[config.mk]
export PLATFORM = sky130hd
export DESIGN_NAME = sem_root
export DESIGN_NICKNAME = d
export VERILOG_FILES = /design/src/hdl/sobel_edge_magnitude_rgb_macros.svh /design/src/hdl/sem_pkg.sv /design/src/hdl/sem_root.sv
export SDC_FILE = /design/constraint.sdc
export NUM_CORES = 1
export LEC_CHECK = 0
export ABC_AREA = 1
export CORE_ASPECT_RATIO = 1.5
export CORE_MARGIN = 3
export CORE_UTILIZATION = 60
export DETAILED_ROUTE_END_ITERATION = 12
export DONT_BUFFER_PORTS = 1
export GPL_ROUTABILITY_DRIVEN = 0
export GPL_TIMING_DRIVEN = 0
export MAX_ROUTING_LAYER = met4
export PLACE_DENSITY = 0.81
export SLEW_MARGIN = 15
export SYNTH_ARGS = -nofsm -noshare
export SYNTH_HDL_FRONTEND = slang
export SYNTH_SLANG_ARGS = --single-unit
[constraint.sdc]
create_clock -name clk -period 16.3 [get_ports clk]
set_input_delay 0.815 -clock clk [delete_from_list [all_inputs] [get_ports clk]]
set_output_delay 0.815 -clock clk [all_outputs]
set_load 0.05 [all_outputs]
[src/hdl/sobel_edge_magnitude_rgb_macros.svh]
// Assertion macros shared by the edge magnitude RTL.
// Expects clk and arst_n in the scope of each use.
`ifndef SOBEL_EDGE_MAGNITUDE_RGB_MACROS_SVH
`define SOBEL_EDGE_MAGNITUDE_RGB_MACROS_SVH

// Condition implies consequence in the same cycle.
`define SEM_ASSERT_NOW(lbl, cond, cons) \
	lbl: assert property (@(posedge clk) disable iff (!arst_n) (cond) |-> (cons)) \
		else $error("same-cycle check failed");

// Condition implies consequence in the next cycle.
`define SEM_ASSERT_NEXT(lbl, cond, cons) \
	lbl: assert property (@(posedge clk) disable iff (!arst_n) (cond) |=> (cons)) \
		else $error("next-cycle check failed");

`endif

[src/hdl/sem_pkg.sv]
// Types and constants for the Sobel edge magnitude block.
// No dependencies.
`default_nettype none
package sem_pkg;
	localparam int CH_W   = 8;
	localparam int PIX_W  = 24;
	localparam int GRAD_W = 11;
	localparam int SUM_W  = 21;
	localparam int ROW_W  = 16;
	localparam int COL_W  = 11;
	localparam int FW_W   = 12;
	localparam int FH_W   = 16;
	localparam int CFG_W  = 16;

	localparam logic [SUM_W-1:0] SAT_LIMIT = 21'd65280;
	localparam logic [CH_W-1:0]  MAG_MAX   = 8'd255;
	localparam logic [CH_W-1:0]  ROOT_TOP  = 8'd128;
	localparam logic [FW_W-1:0]  FRAME_WIDTH_RESET  = 12'd640;
	localparam logic [FH_W-1:0]  FRAME_HEIGHT_RESET = 16'd480;

	typedef logic [PIX_W-1:0] pixel_t;
	typedef logic [2:0][PIX_W-1:0] column_t;

	typedef enum logic [2:0] {
		ST_IDLE,
		ST_LOAD,
		ST_GRAD,
		ST_SQUARE,
		ST_ROOT,
		ST_EMIT
	} state_t;

	typedef enum logic {
		REG_FRAME_WIDTH  = 1'b0,
		REG_FRAME_HEIGHT = 1'b1
	} reg_idx_t;

	typedef struct packed {
		logic shift;
		logic clear;
	} cell_ctl_t;

	typedef struct packed {
		logic load;
		logic step;
	} root_ctl_t;
endpackage
`default_nettype wire

[src/hdl/sem_root.sv]
// Gradient magnitude lane: squares and sums gx and gy, then a bit-per-cycle
// square root with round to nearest and saturation. Depends on sem_pkg.
`default_nettype none
module sem_root import sem_pkg::*; (
	input  wire logic                     clk,
	input  wire root_ctl_t                ctl,
	input  wire logic signed [GRAD_W-1:0] gx,
	input  wire logic signed [GRAD_W-1:0] gy,
	output logic [CH_W-1:0]               mag
);
	logic [SUM_W-1:0]     s_q;
	logic [CH_W-1:0]      n_q;
	logic [CH_W-1:0]      bit_q;
	logic [CH_W-1:0]      t;
	logic [2*CH_W-1:0]    tt;
	logic [2*CH_W-1:0]    nn;
	logic [2*CH_W:0]      nn_n;
	logic [2*GRAD_W-1:0]  gx2;
	logic [2*GRAD_W-1:0]  gy2;

	assign gx2  = (2*GRAD_W)'(gx * gx);
	assign gy2  = (2*GRAD_W)'(gy * gy);
	assign t    = n_q | bit_q;
	assign tt   = {{CH_W{1'b0}}, t} * {{CH_W{1'b0}}, t};
	assign nn   = {{CH_W{1'b0}}, n_q} * {{CH_W{1'b0}}, n_q};
	assign nn_n = {1'b0, nn} + {{(CH_W+1){1'b0}}, n_q};

	always_ff @(posedge clk) begin
		if (ctl.load) begin
			s_q   <= gx2[SUM_W-1:0] + gy2[SUM_W-1:0];
			n_q   <= '0;
			bit_q <= ROOT_TOP;
		end else if (ctl.step) begin
			if ({{(SUM_W-2*CH_W){1'b0}}, tt} <= s_q) begin
				n_q <= t;
			end
			bit_q <= bit_q >> 1;
		end
	end

	always_comb begin
		if (s_q > SAT_LIMIT) begin
			mag = MAG_MAX;
		end else if (s_q > {{(SUM_W-2*CH_W-1){1'b0}}, nn_n}) begin
			mag = n_q + CH_W'(1);
		end else begin
			mag = n_q;
		end
	end
endmodule
`default_nettype wire

Yosys cells after proc, flatten, opt, wreduce, memory -nomap -nowiden
Index checks and enable logic that the tools add are counted.

storage, ports and cells
  flip-flop bits (word level) = 37
  logic and storage cells = 17
  input port bits = 25
  output and inout port bits = 8

operators by class
  add/subtract/negate cells = 3
  bitwise operators = 1
  reduce and logical (&&, ||, !) cells = 1
  mux-type cells = 2
  $lt $le $gt $ge = 3
  multipliers = 4

operators with widths
  kind                  count
  $mul 11x11->21        2
  $mul 8x8->16          2
  $add 21x21->21        1
  $gt 21x16->1 const B  1
  $gt 21x17->1          1
  $le 16x21->1          1
  $add 16x8->17         1
  $mux 8                2
  $add 8x1->8 const B   1
  $or 8x8->8            1
  $reduce_and 2->1      1

Longest topological paths before layout
  depth after elaboration = 5
  depth in mapped cells = 30

Least setup slack after synthesis
Ideal clock, no wire load.

  path kind = input to register
  from = in gy[10]
  to = reg s_q[17], data pin
  arrival = 6.281 ns
  slack = 9.760 ns
  path buffers = 1
  stages on the path = 23
  path through = clkbuf_1 -> nand2_1 -> inv_1 -> fa_1 -> fa_1 -> inv_1 -> fa_1 -> inv_1 -> fa_1 -> inv_1 -> fa_1 -> inv_1 -> fa_1 -> inv_1 -> fa_1 -> inv_1 -> ha_1 -> a21o_1 -> a31oi_1 -> nand3_1 -> nand3_1 -> nand2_1 -> xor2_1

on the way
  word-level cells in the longest chain between the ends = 2

ends and longest elaborated chain
  item                  line            text
  start, declared       sem_root.sv:8   input wire logic signed [GRAD_W-1:0] gy,
  $mul 11x11->21        sem_root.sv:22  assign gy2 = (2*GRAD_W)'(gy * gy);
  $add 21x21->21        sem_root.sv:30  s_q <= gx2[SUM_W-1:0] + gy2[SUM_W-1:0];
  end signal, assigned  sem_root.sv:30
  end, declared         sem_root.sv:11  logic [SUM_W-1:0] s_q;

Every way passes these cells.
A chain may end at the register's enable or synchronous reset.

Worst setup path in the final report
  from = in gy[0]
  to = reg s_q[20], data pin

The elaborated chain is that of the path after synthesis.

==> summary.txt <==
Finish
  – Layout cell share with drive strength beyond 1: 2.53%
  – Layout area overhead: 3.73%
  – ANT cells: 0
  – Fillcell total: 1942
  – Area of the multi-input gates: 0.0111 mm^2
  – NumNets Final: ~2300
  – Commonest non-fill, non-tap cells in the layout: inv_1, nand2_1, fa_1
  – Commonest non-fill, non-tap cell in the layout: inv_1
  – Reg area: 951 um^2

Clock network
  – Clock sinks: 37
  – Hold buffer count at CTS: 0
  – H-Tree Depth: 2
  – CTS root buf: clkbuf_16
  – Clk buf depth: 2
  – PostCTS Resize Cnt: 0
  – Clk Latency, worst-skew pair: between 0.2 and 0.3 ns
  – CTS tree: built
  – CTS Buf Count: 5
  – Number of setup buffers added after CTS: 0
  – Reg clk slew, reported paths: roughly 0.06 ns

Timing
  – Crit share post-route: 43.7%
  – Final Hold Viols: 0
  – Max Freq: between 100 and 150 MHz
  – Post-route clock skew: ~0.004 ns
  – PnR worst setup slack: slightly above 9 ns
  – RSZ-0062 raised after global routing: false
  – Worst-Margin Slew: 0.691 ns
  – Minimum clock period after layout: 7.12 ns
  – Setup violators final: 0
  – TNS Setup: 0 ns
  – Final Max Tran Viols: 0
  – Max-slew headroom: 53.8%

Synth
  – XOR/XNOR Fraction of Synth Area: 3.48%
  – Cells after synthesis: 1770
  – Top cell type by total area after synthesis: fa_1
  – Register area share after synthesis: 6.63%
  – Yosys warns: 0
  – Number of synthesized flops with an enable pin: 21
  – Post-synthesis cell type count: 39
  – Synth area leaders: fa_1, ha_1, inv_1
  – Main combinational cell family by area after synthesis: adder cells
  – Yosys reg bits: 37
  – Simple-gate portion of the synthesized area: 15.0%
  – Synth Area in Adders: 54.9%
  – Avg Cell Area, Syn: about 8 um^2
  – Mux cell area share after synthesis: 0%
  – Complex-gate fraction of the synthesized area: 4.13%
  – Async SR Flop Fraction: 0%
  – Dominant synthesized flop cell: edfxtp_1
  – Syn Nets: roughly 2300
  – Top-area cell type share of the netlist area: ~40%
  – Syn Std Cell Area: 0.0143 mm^2

Critical path
  – Worst path slowest cell: fa_1
  – Startpoint types: primary input
  – Slowest stage delay, CP: ~0.53 ns
  – Crit path arrival time: 7.14 ns
  – Crit. End Element: flop
  – Crit path top cell by count: inv_1
  – WS Path Type: primary input to flop
  – Worst R2R Start: n_q[3]
  – Critical path startpoint: gy[0]
  – CP max FO: 10
  – Critical Path RT: 16.32 ns

GRT
  – Total track usage: 26.3%
  – Vias in the first global route: 12000
  – Largest net degree at the start of global routing: 23
  – First-pass GRT wire length: 54.2 mm
  – Global route overflow: 0
  – Initial antenna violation count: 0

Place
  – Pre-CTS setup slack: between 8 and 9 ns
  – Post-DP HPWL: 28.0 mm
  – Buffers added on ports: 0

Detailed routing
  – Initial DRC Count: 535
  – Drt via density: 5.17
  – Vias: about 11000
  – Antenna Nets Post-Route: 0
  – Total iterations of the first detailed-routing run: 5
  – DRC Markers: 0
  – Routed WL: 31.0 mm
  – WL/cell: 14.8 um

Die
  – Initial core utilization: about 62%
  – Die area: 0.0258 mm^2
  – CORE AREA: roughly 0.023 mm^2
  – Die width: 132 um
  – Io pins: 33
  – Num rows: 68
  – Die height: 195 um

Flow run
  – Max Cap Viol: 0

Min path
  – Hold path start: bit_q[4]
  – Worst hold path class: flop to flop

Status
  – Outcome: complete, no violations
kinds of logic (layout without fill, tap and decap cells):
group           Yosys count  count (layout)
compound gates          101             101
xor+xnor                 57              57
fa+ha+maj               458             458
buf+inv                 600             608
flops                    37              37
simple gates            517             517
area by class of cell:
cell class	instances	share of cell area [%]
plain buffers	37	1.14
clock buffers	5	0.841
clock inverters	3	0.109
inverters	563	14.2
multi-input cells	1133	74.7
flip-flops and latches	37	6.39
well taps	315	2.65
worst max-delay path: cells and delay by family:
| kind | cells | cell delay (ns) |
|---|---|---|
| AOI/OAI and AO/OA | 3 | 0.69 |
| adders and majority gates | 8 | 3.65 |
| buffers and inverters | 9 | 1.40 |
| and+or+nand+nor | 5 | 0.57 |
Yosys cell counts, types with 8 or more instances:
library cell    n
dfxtp_1        16
a21oi_1        59
nand3_1        60
o21ai_0        15
buf_4           8
edfxtp_1       21
nand4_1        12
nor3_1         12
xnor2_1        18
nand2_1       325
xor2_1         39
clkbuf_1       28
inv_1         562
fa_1          285
ha_1          173
nor2_1         84
a21o_1          8
stage by stage:
stage | utilization [%] | std cells | hold WS [ns] | instance area [um^2]
2_1_floorplan | - | 1770 | 0.453 | 14300
3_3_place_gp | 63.4 | 2085 | 0.463 | 14700
3_5_place_dp | 63.4 | 2085 | 0.475 | 14700
4_1_cts | 64.1 | 2093 | 0.486 | 14900
5_1_grt | 64.1 | 2093 | 0.509 | 14900
6_report | 64.1 | 2093 | 0.484 | 14900
routing by layer:
layer  up-vias  GRT usage (%)  part of all wire [%]
li1       5168              -                     -
met1      5296           26.4                    35
met2       258           51.5                    57
met3       109           1.80                   2.8
met4         0           11.2                   5.4
met5         -              -                     0
worst paths after layout:
kind,endpoint,slack (ns),cells after the start
worst max-delay path,s_q[20],9.18,25
worst max register to register,n_q[1],10.06,28
worst min-delay path,bit_q[4],0.48,2
worst min register to register,bit_q[4],0.48,2
flip-flops by register name, indices dropped and copies added (netlist names):
signal / flops
bit_q: 8
n_q: 8
s_q: 21
Power is left out: the tool's default activity adds up to more than one toggle a clock period on the data nets, which glitch-free logic cannot reach.
