--- src/hdl/sobel_edge_magnitude_rgb_macros.svh ---
// Assertion macros shared by the edge magnitude RTL.
// Expects clk and arst_n in the scope of each use.
`ifndef SOBEL_EDGE_MAGNITUDE_RGB_MACROS_SVH
`define SOBEL_EDGE_MAGNITUDE_RGB_MACROS_SVH

// Condition implies consequence in the same cycle.
`define SEM_ASSERT_NOW(lbl, cond, cons) \
	lbl: assert property (@(posedge clk) disable iff (!arst_n) (cond) |-> (cons)) \
		else $error("same-cycle check failed");

// Condition implies consequence in the next cycle.
`define SEM_ASSERT_NEXT(lbl, cond, cons) \
	lbl: assert property (@(posedge clk) disable iff (!arst_n) (cond) |=> (cons)) \
		else $error("next-cycle check failed");

`endif

--- src/hdl/sem_pkg.sv ---
// Types and constants for the Sobel edge magnitude block.
// No dependencies.
`default_nettype none
package sem_pkg;
	localparam int CH_W   = 8;
	localparam int PIX_W  = 24;
	localparam int GRAD_W = 11;
	localparam int SUM_W  = 21;
	localparam int ROW_W  = 16;
	localparam int COL_W  = 11;
	localparam int FW_W   = 12;
	localparam int FH_W   = 16;
	localparam int CFG_W  = 16;

	localparam logic [SUM_W-1:0] SAT_LIMIT = 21'd65280;
	localparam logic [CH_W-1:0]  MAG_MAX   = 8'd255;
	localparam logic [CH_W-1:0]  ROOT_TOP  = 8'd128;
	localparam logic [FW_W-1:0]  FRAME_WIDTH_RESET  = 12'd640;
	localparam logic [FH_W-1:0]  FRAME_HEIGHT_RESET = 16'd480;

	typedef logic [PIX_W-1:0] pixel_t;
	typedef logic [2:0][PIX_W-1:0] column_t;

	typedef enum logic [2:0] {
		ST_IDLE,
		ST_LOAD,
		ST_GRAD,
		ST_SQUARE,
		ST_ROOT,
		ST_EMIT
	} state_t;

	typedef enum logic {
		REG_FRAME_WIDTH  = 1'b0,
		REG_FRAME_HEIGHT = 1'b1
	} reg_idx_t;

	typedef struct packed {
		logic shift;
		logic clear;
	} cell_ctl_t;

	typedef struct packed {
		logic load;
		logic step;
	} root_ctl_t;
endpackage
`default_nettype wire

--- src/hdl/sem_col_cell.sv ---
// One column of the 3x3 window: three pixels, handed on to the left neighbour.
// Depends on sem_pkg.
`default_nettype none
module sem_col_cell import sem_pkg::*; (
	input  wire logic      clk,
	input  wire logic      arst_n,
	input  wire cell_ctl_t ctl,
	input  wire column_t   d,
	output column_t        q
);
	always_ff @(posedge clk or negedge arst_n) begin
		if (!arst_n) begin
			q <= '0;
		end else if (ctl.shift) begin
			q <= ctl.clear ? '0 : d;
		end
	end
endmodule
`default_nettype wire

--- config.mk ---
export PLATFORM = sky130hd
export DESIGN_NAME = sem_col_cell
export DESIGN_NICKNAME = d
export VERILOG_FILES = /design/src/hdl/sobel_edge_magnitude_rgb_macros.svh /design/src/hdl/sem_pkg.sv /design/src/hdl/sem_col_cell.sv
export SDC_FILE = /design/constraint.sdc
export NUM_CORES = 1
export LEC_CHECK = 0
export ABC_AREA = 0
export BUFFER_PORTS_ARGS = -buffer_cell sky130_fd_sc_hd__buf_2
export CELL_PAD_IN_SITES_DETAIL_PLACEMENT = 0
export CELL_PAD_IN_SITES_GLOBAL_PLACEMENT = 1
export CORE_UTILIZATION = 30
export CTS_CLUSTER_SIZE = 16
export DETAILED_ROUTE_END_ITERATION = 16
export PLACE_DENSITY_LB_ADDON = 0.1
export SYNTH_ARGS = -nofsm -noshare
export SYNTH_HDL_FRONTEND = slang
export SYNTH_SLANG_ARGS = --single-unit
export TNS_END_PERCENT = 20
--- constraint.sdc ---
create_clock -name clk -period 0.8 [get_ports clk]
set_clock_uncertainty 0.1 [all_clocks]
set_input_delay 0.16 -clock clk [delete_from_list [all_inputs] [get_ports clk]]
set_output_delay 0.16 -clock clk [all_outputs]
set_load 0.01 [all_outputs]
# ---- Word-level counts from Yosys, hierarchy flattened
# Index checks and enable logic that the tools add are counted.
dict set report totals {
  out_inout_bits 72
  ff_bits 72
  word_cells 4
  inputBits 76
}
dict set report op_classes {
  muxes 1
}
# op n
set op_table {}
lappend op_table {{2-to-1 mux 72 bit} 1}

# ---- Logic depth before layout (Yosys ltp)
dict set report depth {
  ltp_word 1
  depth_mapped 5
  mapped_depth_nobuf 2
}

# ---- Least setup slack after synthesis
# Ideal clock, no wire load.
dict set report synth_timing {
  path_kind {input -> register}
  start {input port ctl[1] (netlist name)}
  end {register q[16] (netlist name)}
  setup_time_ns 0.135
  arrival_ns 0.657
  setup_slack_ns -0.093
  n_path_buf 3
  required_ns 0.565
  stages 5
  cell_sequence {buf_6 -> buf_8 -> buf_6 -> nand3b_1 -> o21ai_0}
}
# item line_no
set synth_rtl {}
lappend synth_rtl {{start: declaration} sem_col_cell.sv:7} ;# input wire cell_ctl_t ctl,
lappend synth_rtl {{end signal: assignment} sem_col_cell.sv:15} ;# q <= ctl.clear ? '0 : d;
lappend synth_rtl {{end: declaration} sem_col_cell.sv:9} ;# output column_t q

# ---- Worst setup path in the final report
dict set report layout_timing {
  start {register q[3] (netlist name)}
  end {output port q[3] (netlist name)}
}
# No word-level cell between the ends.

==> impl_results.html <==
<table>
<tr><th>Metric</th><th>Value</th></tr>
<tr><th colspan="2">Status</th></tr>
<tr><td>Run status</td><td>finished with violations</td></tr>
<tr><td>Failing checks</td><td>hold timing, setup timing</td></tr>
<tr><th colspan="2">Setup path</th></tr>
<tr><td>Worst Path Buf+Inv</td><td>1</td></tr>
<tr><td>Worst endpoint required time</td><td>around 0.54 ns</td></tr>
<tr><td>Critical path peak fanout</td><td>2</td></tr>
<tr><td>Category of the most critical setup path</td><td>flip-flop to primary output</td></tr>
<tr><td>Stage delay of the slowest cell on the critical path</td><td>roughly 0.39 ns</td></tr>
<tr><td>Cell type group with the largest total delay on the critical path</td><td>flip-flops</td></tr>
<tr><td>Chain of cells forming the critical path</td><td>buf_2</td></tr>
<tr><td>Type of element launching the critical path</td><td>flip-flop</td></tr>
<tr><td>Cell with the largest stage delay on the worst path</td><td>dfrtp_1</td></tr>
<tr><td>Type of element capturing the critical path</td><td>primary output</td></tr>
<tr><td>Arrival time of the worst setup path</td><td>between 0.8 and 0.9 ns</td></tr>
<tr><th colspan="2">Timing</th></tr>
<tr><td>Final worst setup slack</td><td>-0.3344 ns</td></tr>
<tr><td>Number of max-slew violations in the final report</td><td>0</td></tr>
<tr><td>Hold Slack</td><td>-0.03930 ns</td></tr>
<tr><td>Period utilisation layout</td><td>1.418</td></tr>
<tr><td>Setup TNS after final layout</td><td>-23.07 ns</td></tr>
<tr><td>Setup-failing EPs final</td><td>85</td></tr>
<tr><td>RSZ-0062 raised after global routing</td><td>true</td></tr>
<tr><td>Max-slew headroom at the worst pin</td><td>0.8394</td></tr>
<tr><td>Timing-limited maximum frequency</td><td>881.5 MHz</td></tr>
<tr><td>Final period demand of the worst path</td><td>1.134 ns</td></tr>
<tr><td>Slew @ Worst Pin</td><td>0.2409 ns</td></tr>
<tr><td>Count of endpoints failing hold in the final timing report</td><td>30</td></tr>
<tr><th colspan="2">Logic synthesis</th></tr>
<tr><td>Post-synth EDFFs</td><td>0</td></tr>
<tr><td>Cell Area, Synth</td><td>about 3100 µm²</td></tr>
<tr><td>Yosys warning total</td><td>0</td></tr>
<tr><td>Average footprint of a synthesized cell</td><td>a little over 10 µm²</td></tr>
<tr><td>Area share of the largest cell type after synthesis</td><td>0.5758</td></tr>
<tr><td>Number of standard cells after synthesis</td><td>just over 300</td></tr>
<tr><td>Share of synthesized flip-flops with an asynchronous set or reset</td><td>1.000</td></tr>
<tr><td>Top flip-flop cell by instance count after synthesis</td><td>dfrtp_1</td></tr>
<tr><td>Portion of the post-synthesis area used by sequential elements</td><td>0.5758</td></tr>
<tr><td>Synth Register Bits</td><td>72</td></tr>
<tr><td>Synth top area cells</td><td>dfrtp_1, nand3b_1, o21ai_0, inv_1, buf_6</td></tr>
<tr><td>Count of different cell masters after synthesis</td><td>9</td></tr>
<tr><td>Ranking of synthesized cells by instance count</td><td>dfrtp_1, inv_1, nand3b_1</td></tr>
<tr><td>Syn_nets</td><td>about 390</td></tr>
<tr><td>Post-synthesis cell type with the largest combined area</td><td>dfrtp_1</td></tr>
<tr><th colspan="2">Clock network</th></tr>
<tr><td>Number of levels in the clock H-tree</td><td>3</td></tr>
<tr><td>Maximum number of buffers from clock root to sink</td><td>2</td></tr>
<tr><td>Clock Tree Root</td><td>clkbuf_8</td></tr>
<tr><td>Num CTS Buffers</td><td>9</td></tr>
<tr><td>Register clock-pin slew on the reported worst setup and hold paths</td><td>0.08 ns</td></tr>
<tr><td>Clock Latency Late Sink</td><td>around 0.34 ns</td></tr>
<tr><td>Clk sinks</td><td>72</td></tr>
<tr><td>CTS tree</td><td>done</td></tr>
<tr><th colspan="2">Global routing</th></tr>
<tr><td>Via count of the first global-routing pass</td><td>2716</td></tr>
<tr><td>GRT busiest layer</td><td>met2</td></tr>
<tr><td>Grt met2 use</td><td>0.2462</td></tr>
<tr><td>Global-route wire length before repair</td><td>13370 µm</td></tr>
<tr><td>Met1 Resource Use GR</td><td>0.1967</td></tr>
<tr><td>Overall Global Routing Usage</td><td>0.1559</td></tr>
<tr><td>Grt total ovfl</td><td>0</td></tr>
<tr><td>Maximum number of pins on one net before global-route repair</td><td>43</td></tr>
<tr><td>Met3 global-route usage</td><td>0.06454</td></tr>
<tr><td>Antenna violations before repair</td><td>0</td></tr>
<tr><th colspan="2">Layout</th></tr>
<tr><td>Number of diodes added for antenna fixing</td><td>0</td></tr>
<tr><td>Final standard cell count with taps included and fillers excluded</td><td>639</td></tr>
<tr><td>Net total in the final layout</td><td>roughly 580</td></tr>
<tr><td>Flip-flop count of the largest register, all copies and words added</td><td>72</td></tr>
<tr><td>Top register by number of flip-flops</td><td>q</td></tr>
<tr><td>Registers with the most flip-flops</td><td>q x72</td></tr>
<tr><td>Area Overhead vs Synth</td><td>55.90%</td></tr>
<tr><td>Finished layout cell area</td><td>between 4000 and 5000 µm²</td></tr>
<tr><td>Fraction of final layout cells sized beyond drive strength 1</td><td>0.3597</td></tr>
<tr><th colspan="2">Die</th></tr>
<tr><td>Floorplan die height</td><td>104.1 µm</td></tr>
<tr><td>Initial core utilization</td><td>0.3144</td></tr>
<tr><td>Number of top-level pins</td><td>between 100 and 150</td></tr>
<tr><td>Core box area</td><td>approximately 10000 µm²</td></tr>
<tr><td>Horizontal extent of the die</td><td>104.1 µm</td></tr>
<tr><td>Number of cell rows</td><td>36</td></tr>
<tr><td>Total die area</td><td>roughly 11000 µm²</td></tr>
<tr><th colspan="2">Drt</th></tr>
<tr><td>Antenna viol nets, final</td><td>0</td></tr>
<tr><td>Overall routed net length</td><td>~8000 µm</td></tr>
<tr><td>Routed WL per cell</td><td>12.54 µm</td></tr>
<tr><td>Vias per cell</td><td>about 4.3</td></tr>
<tr><td>Initial DRC Count</td><td>80</td></tr>
<tr><td>Residual DRC</td><td>0</td></tr>
<tr><td>First-pass iteration count of the detailed router</td><td>4</td></tr>
<tr><td>Via count</td><td>2718</td></tr>
<tr><th colspan="2">Min path</th></tr>
<tr><td>Classification of the worst-slack hold path</td><td>primary input to flip-flop</td></tr>
<tr><th colspan="2">Place</th></tr>
<tr><td>Placer's final routability congestion estimate</td><td>about 0.73</td></tr>
<tr><td>Number of buffers added on ports</td><td>147</td></tr>
<tr><td>Placed Instance Area</td><td>a little over 4000 µm²</td></tr>
<tr><td>Total half-perimeter wirelength after legalization and detailed placement</td><td>around 5300 µm</td></tr>
<tr><td>Total instance count after detailed placement</td><td>576</td></tr>
<tr><th colspan="2">Power and ir drop</th></tr>
<tr><td>Power Density</td><td>approximately 1800 nW/µm²</td></tr>
<tr><td>Max VDD drop</td><td>roughly 0.00078 V</td></tr>
<tr><td>Leakage power total</td><td>around 0.0026 µW</td></tr>
<tr><th colspan="2">Run</th></tr>
<tr><td>Max Cap Viol</td><td>0</td></tr>
</table>
[layout by cell type, fill, tap and decap left out]
master / count
buf_2: 128
nand3b_1: 72
dfrtp_1: 72
inv_1: 68
o21ai_1: 62
dlygate4sd3_1: 21
dlymetal6s4s_1: 21
buf_6: 17
clkbuf_8: 10
buf_4: 9
o21ai_0: 8
buf_12: 7
inv_2: 4
o21ai_2: 2
bufinv_16: 2
clkinvlp_4: 1
clkinv_4: 1
clkinv_2: 1
[power by group]
group	total (µW)	internal (µW)	switching, µW
sequential	4080	3920	157
clock	3170	1820	1350
combinational	1610	858	755
[path summary, 6_finish.rpt]
check | start | to | slack, ns | cells past startpoint
max in group asynchronous | arst_n | q[61] | 0.14 | 3
min reg2reg | q[54] | q[54] | 0.41 | 2
max | q[3] | q[3] | -0.33 | 1
min | d[32] | q[32] | -0.04 | 3
min in group asynchronous | arst_n | q[40] | 0.22 | 3
max reg2reg | q[41] | q[41] | -0.02 | 3
[stage by stage]
| stage | setup WS [ns] | total power (µW) | utilization |
|---|---|---|---|
| detailed placement | -0.1659 | 5475 | 0.4046 |
| global route | -0.4050 | 9394 | 0.4901 |
| CTS | -0.3656 | 8910 | 0.4708 |
| floorplan | -0.07370 | 4768 | - |
| finish | -0.3344 | 8864 | 0.4901 |
| global placement | -0.1193 | 5451 | 0.4046 |
[repair_timing]
action | CTS | global route
setup endpoints to repair | 72 | 101
buffers inserted | 0 | 6
gates resized for setup | 8 | 39
cloned | 0 | 0
endpoints found under the hold margin | 144 | 30
hold buffers | 39 | 3
[final cells by class]
| type | instances | area, µm² |
|---|---|---|
| clock buffer | 10 | 137.6 |
| tap | 133 | 166.4 |
| timing repair buffer | 203 | 1513 |
| fill | 966 | 5076 |
| sequential | 72 | 1802 |
| multi-input combinational | 144 | 908.4 |
| inverter | 72 | 270.3 |
| clock inverter | 5 | 81.33 |
[logic make-up after synthesis]
group,count (synthesis),synth area share
compound gates,72,0.1152
flops,72,0.5758
buf+inv,95,0.1363
simple gates,72,0.1727
[layer usage]
metal	wire length, µm	part of all wire
met1	3657	0.46
met2	3652	0.46
met3	630	0.079
met4	75	0.0094
met5	0	0
Note: power is estimated with default switching activity, not from simulation.
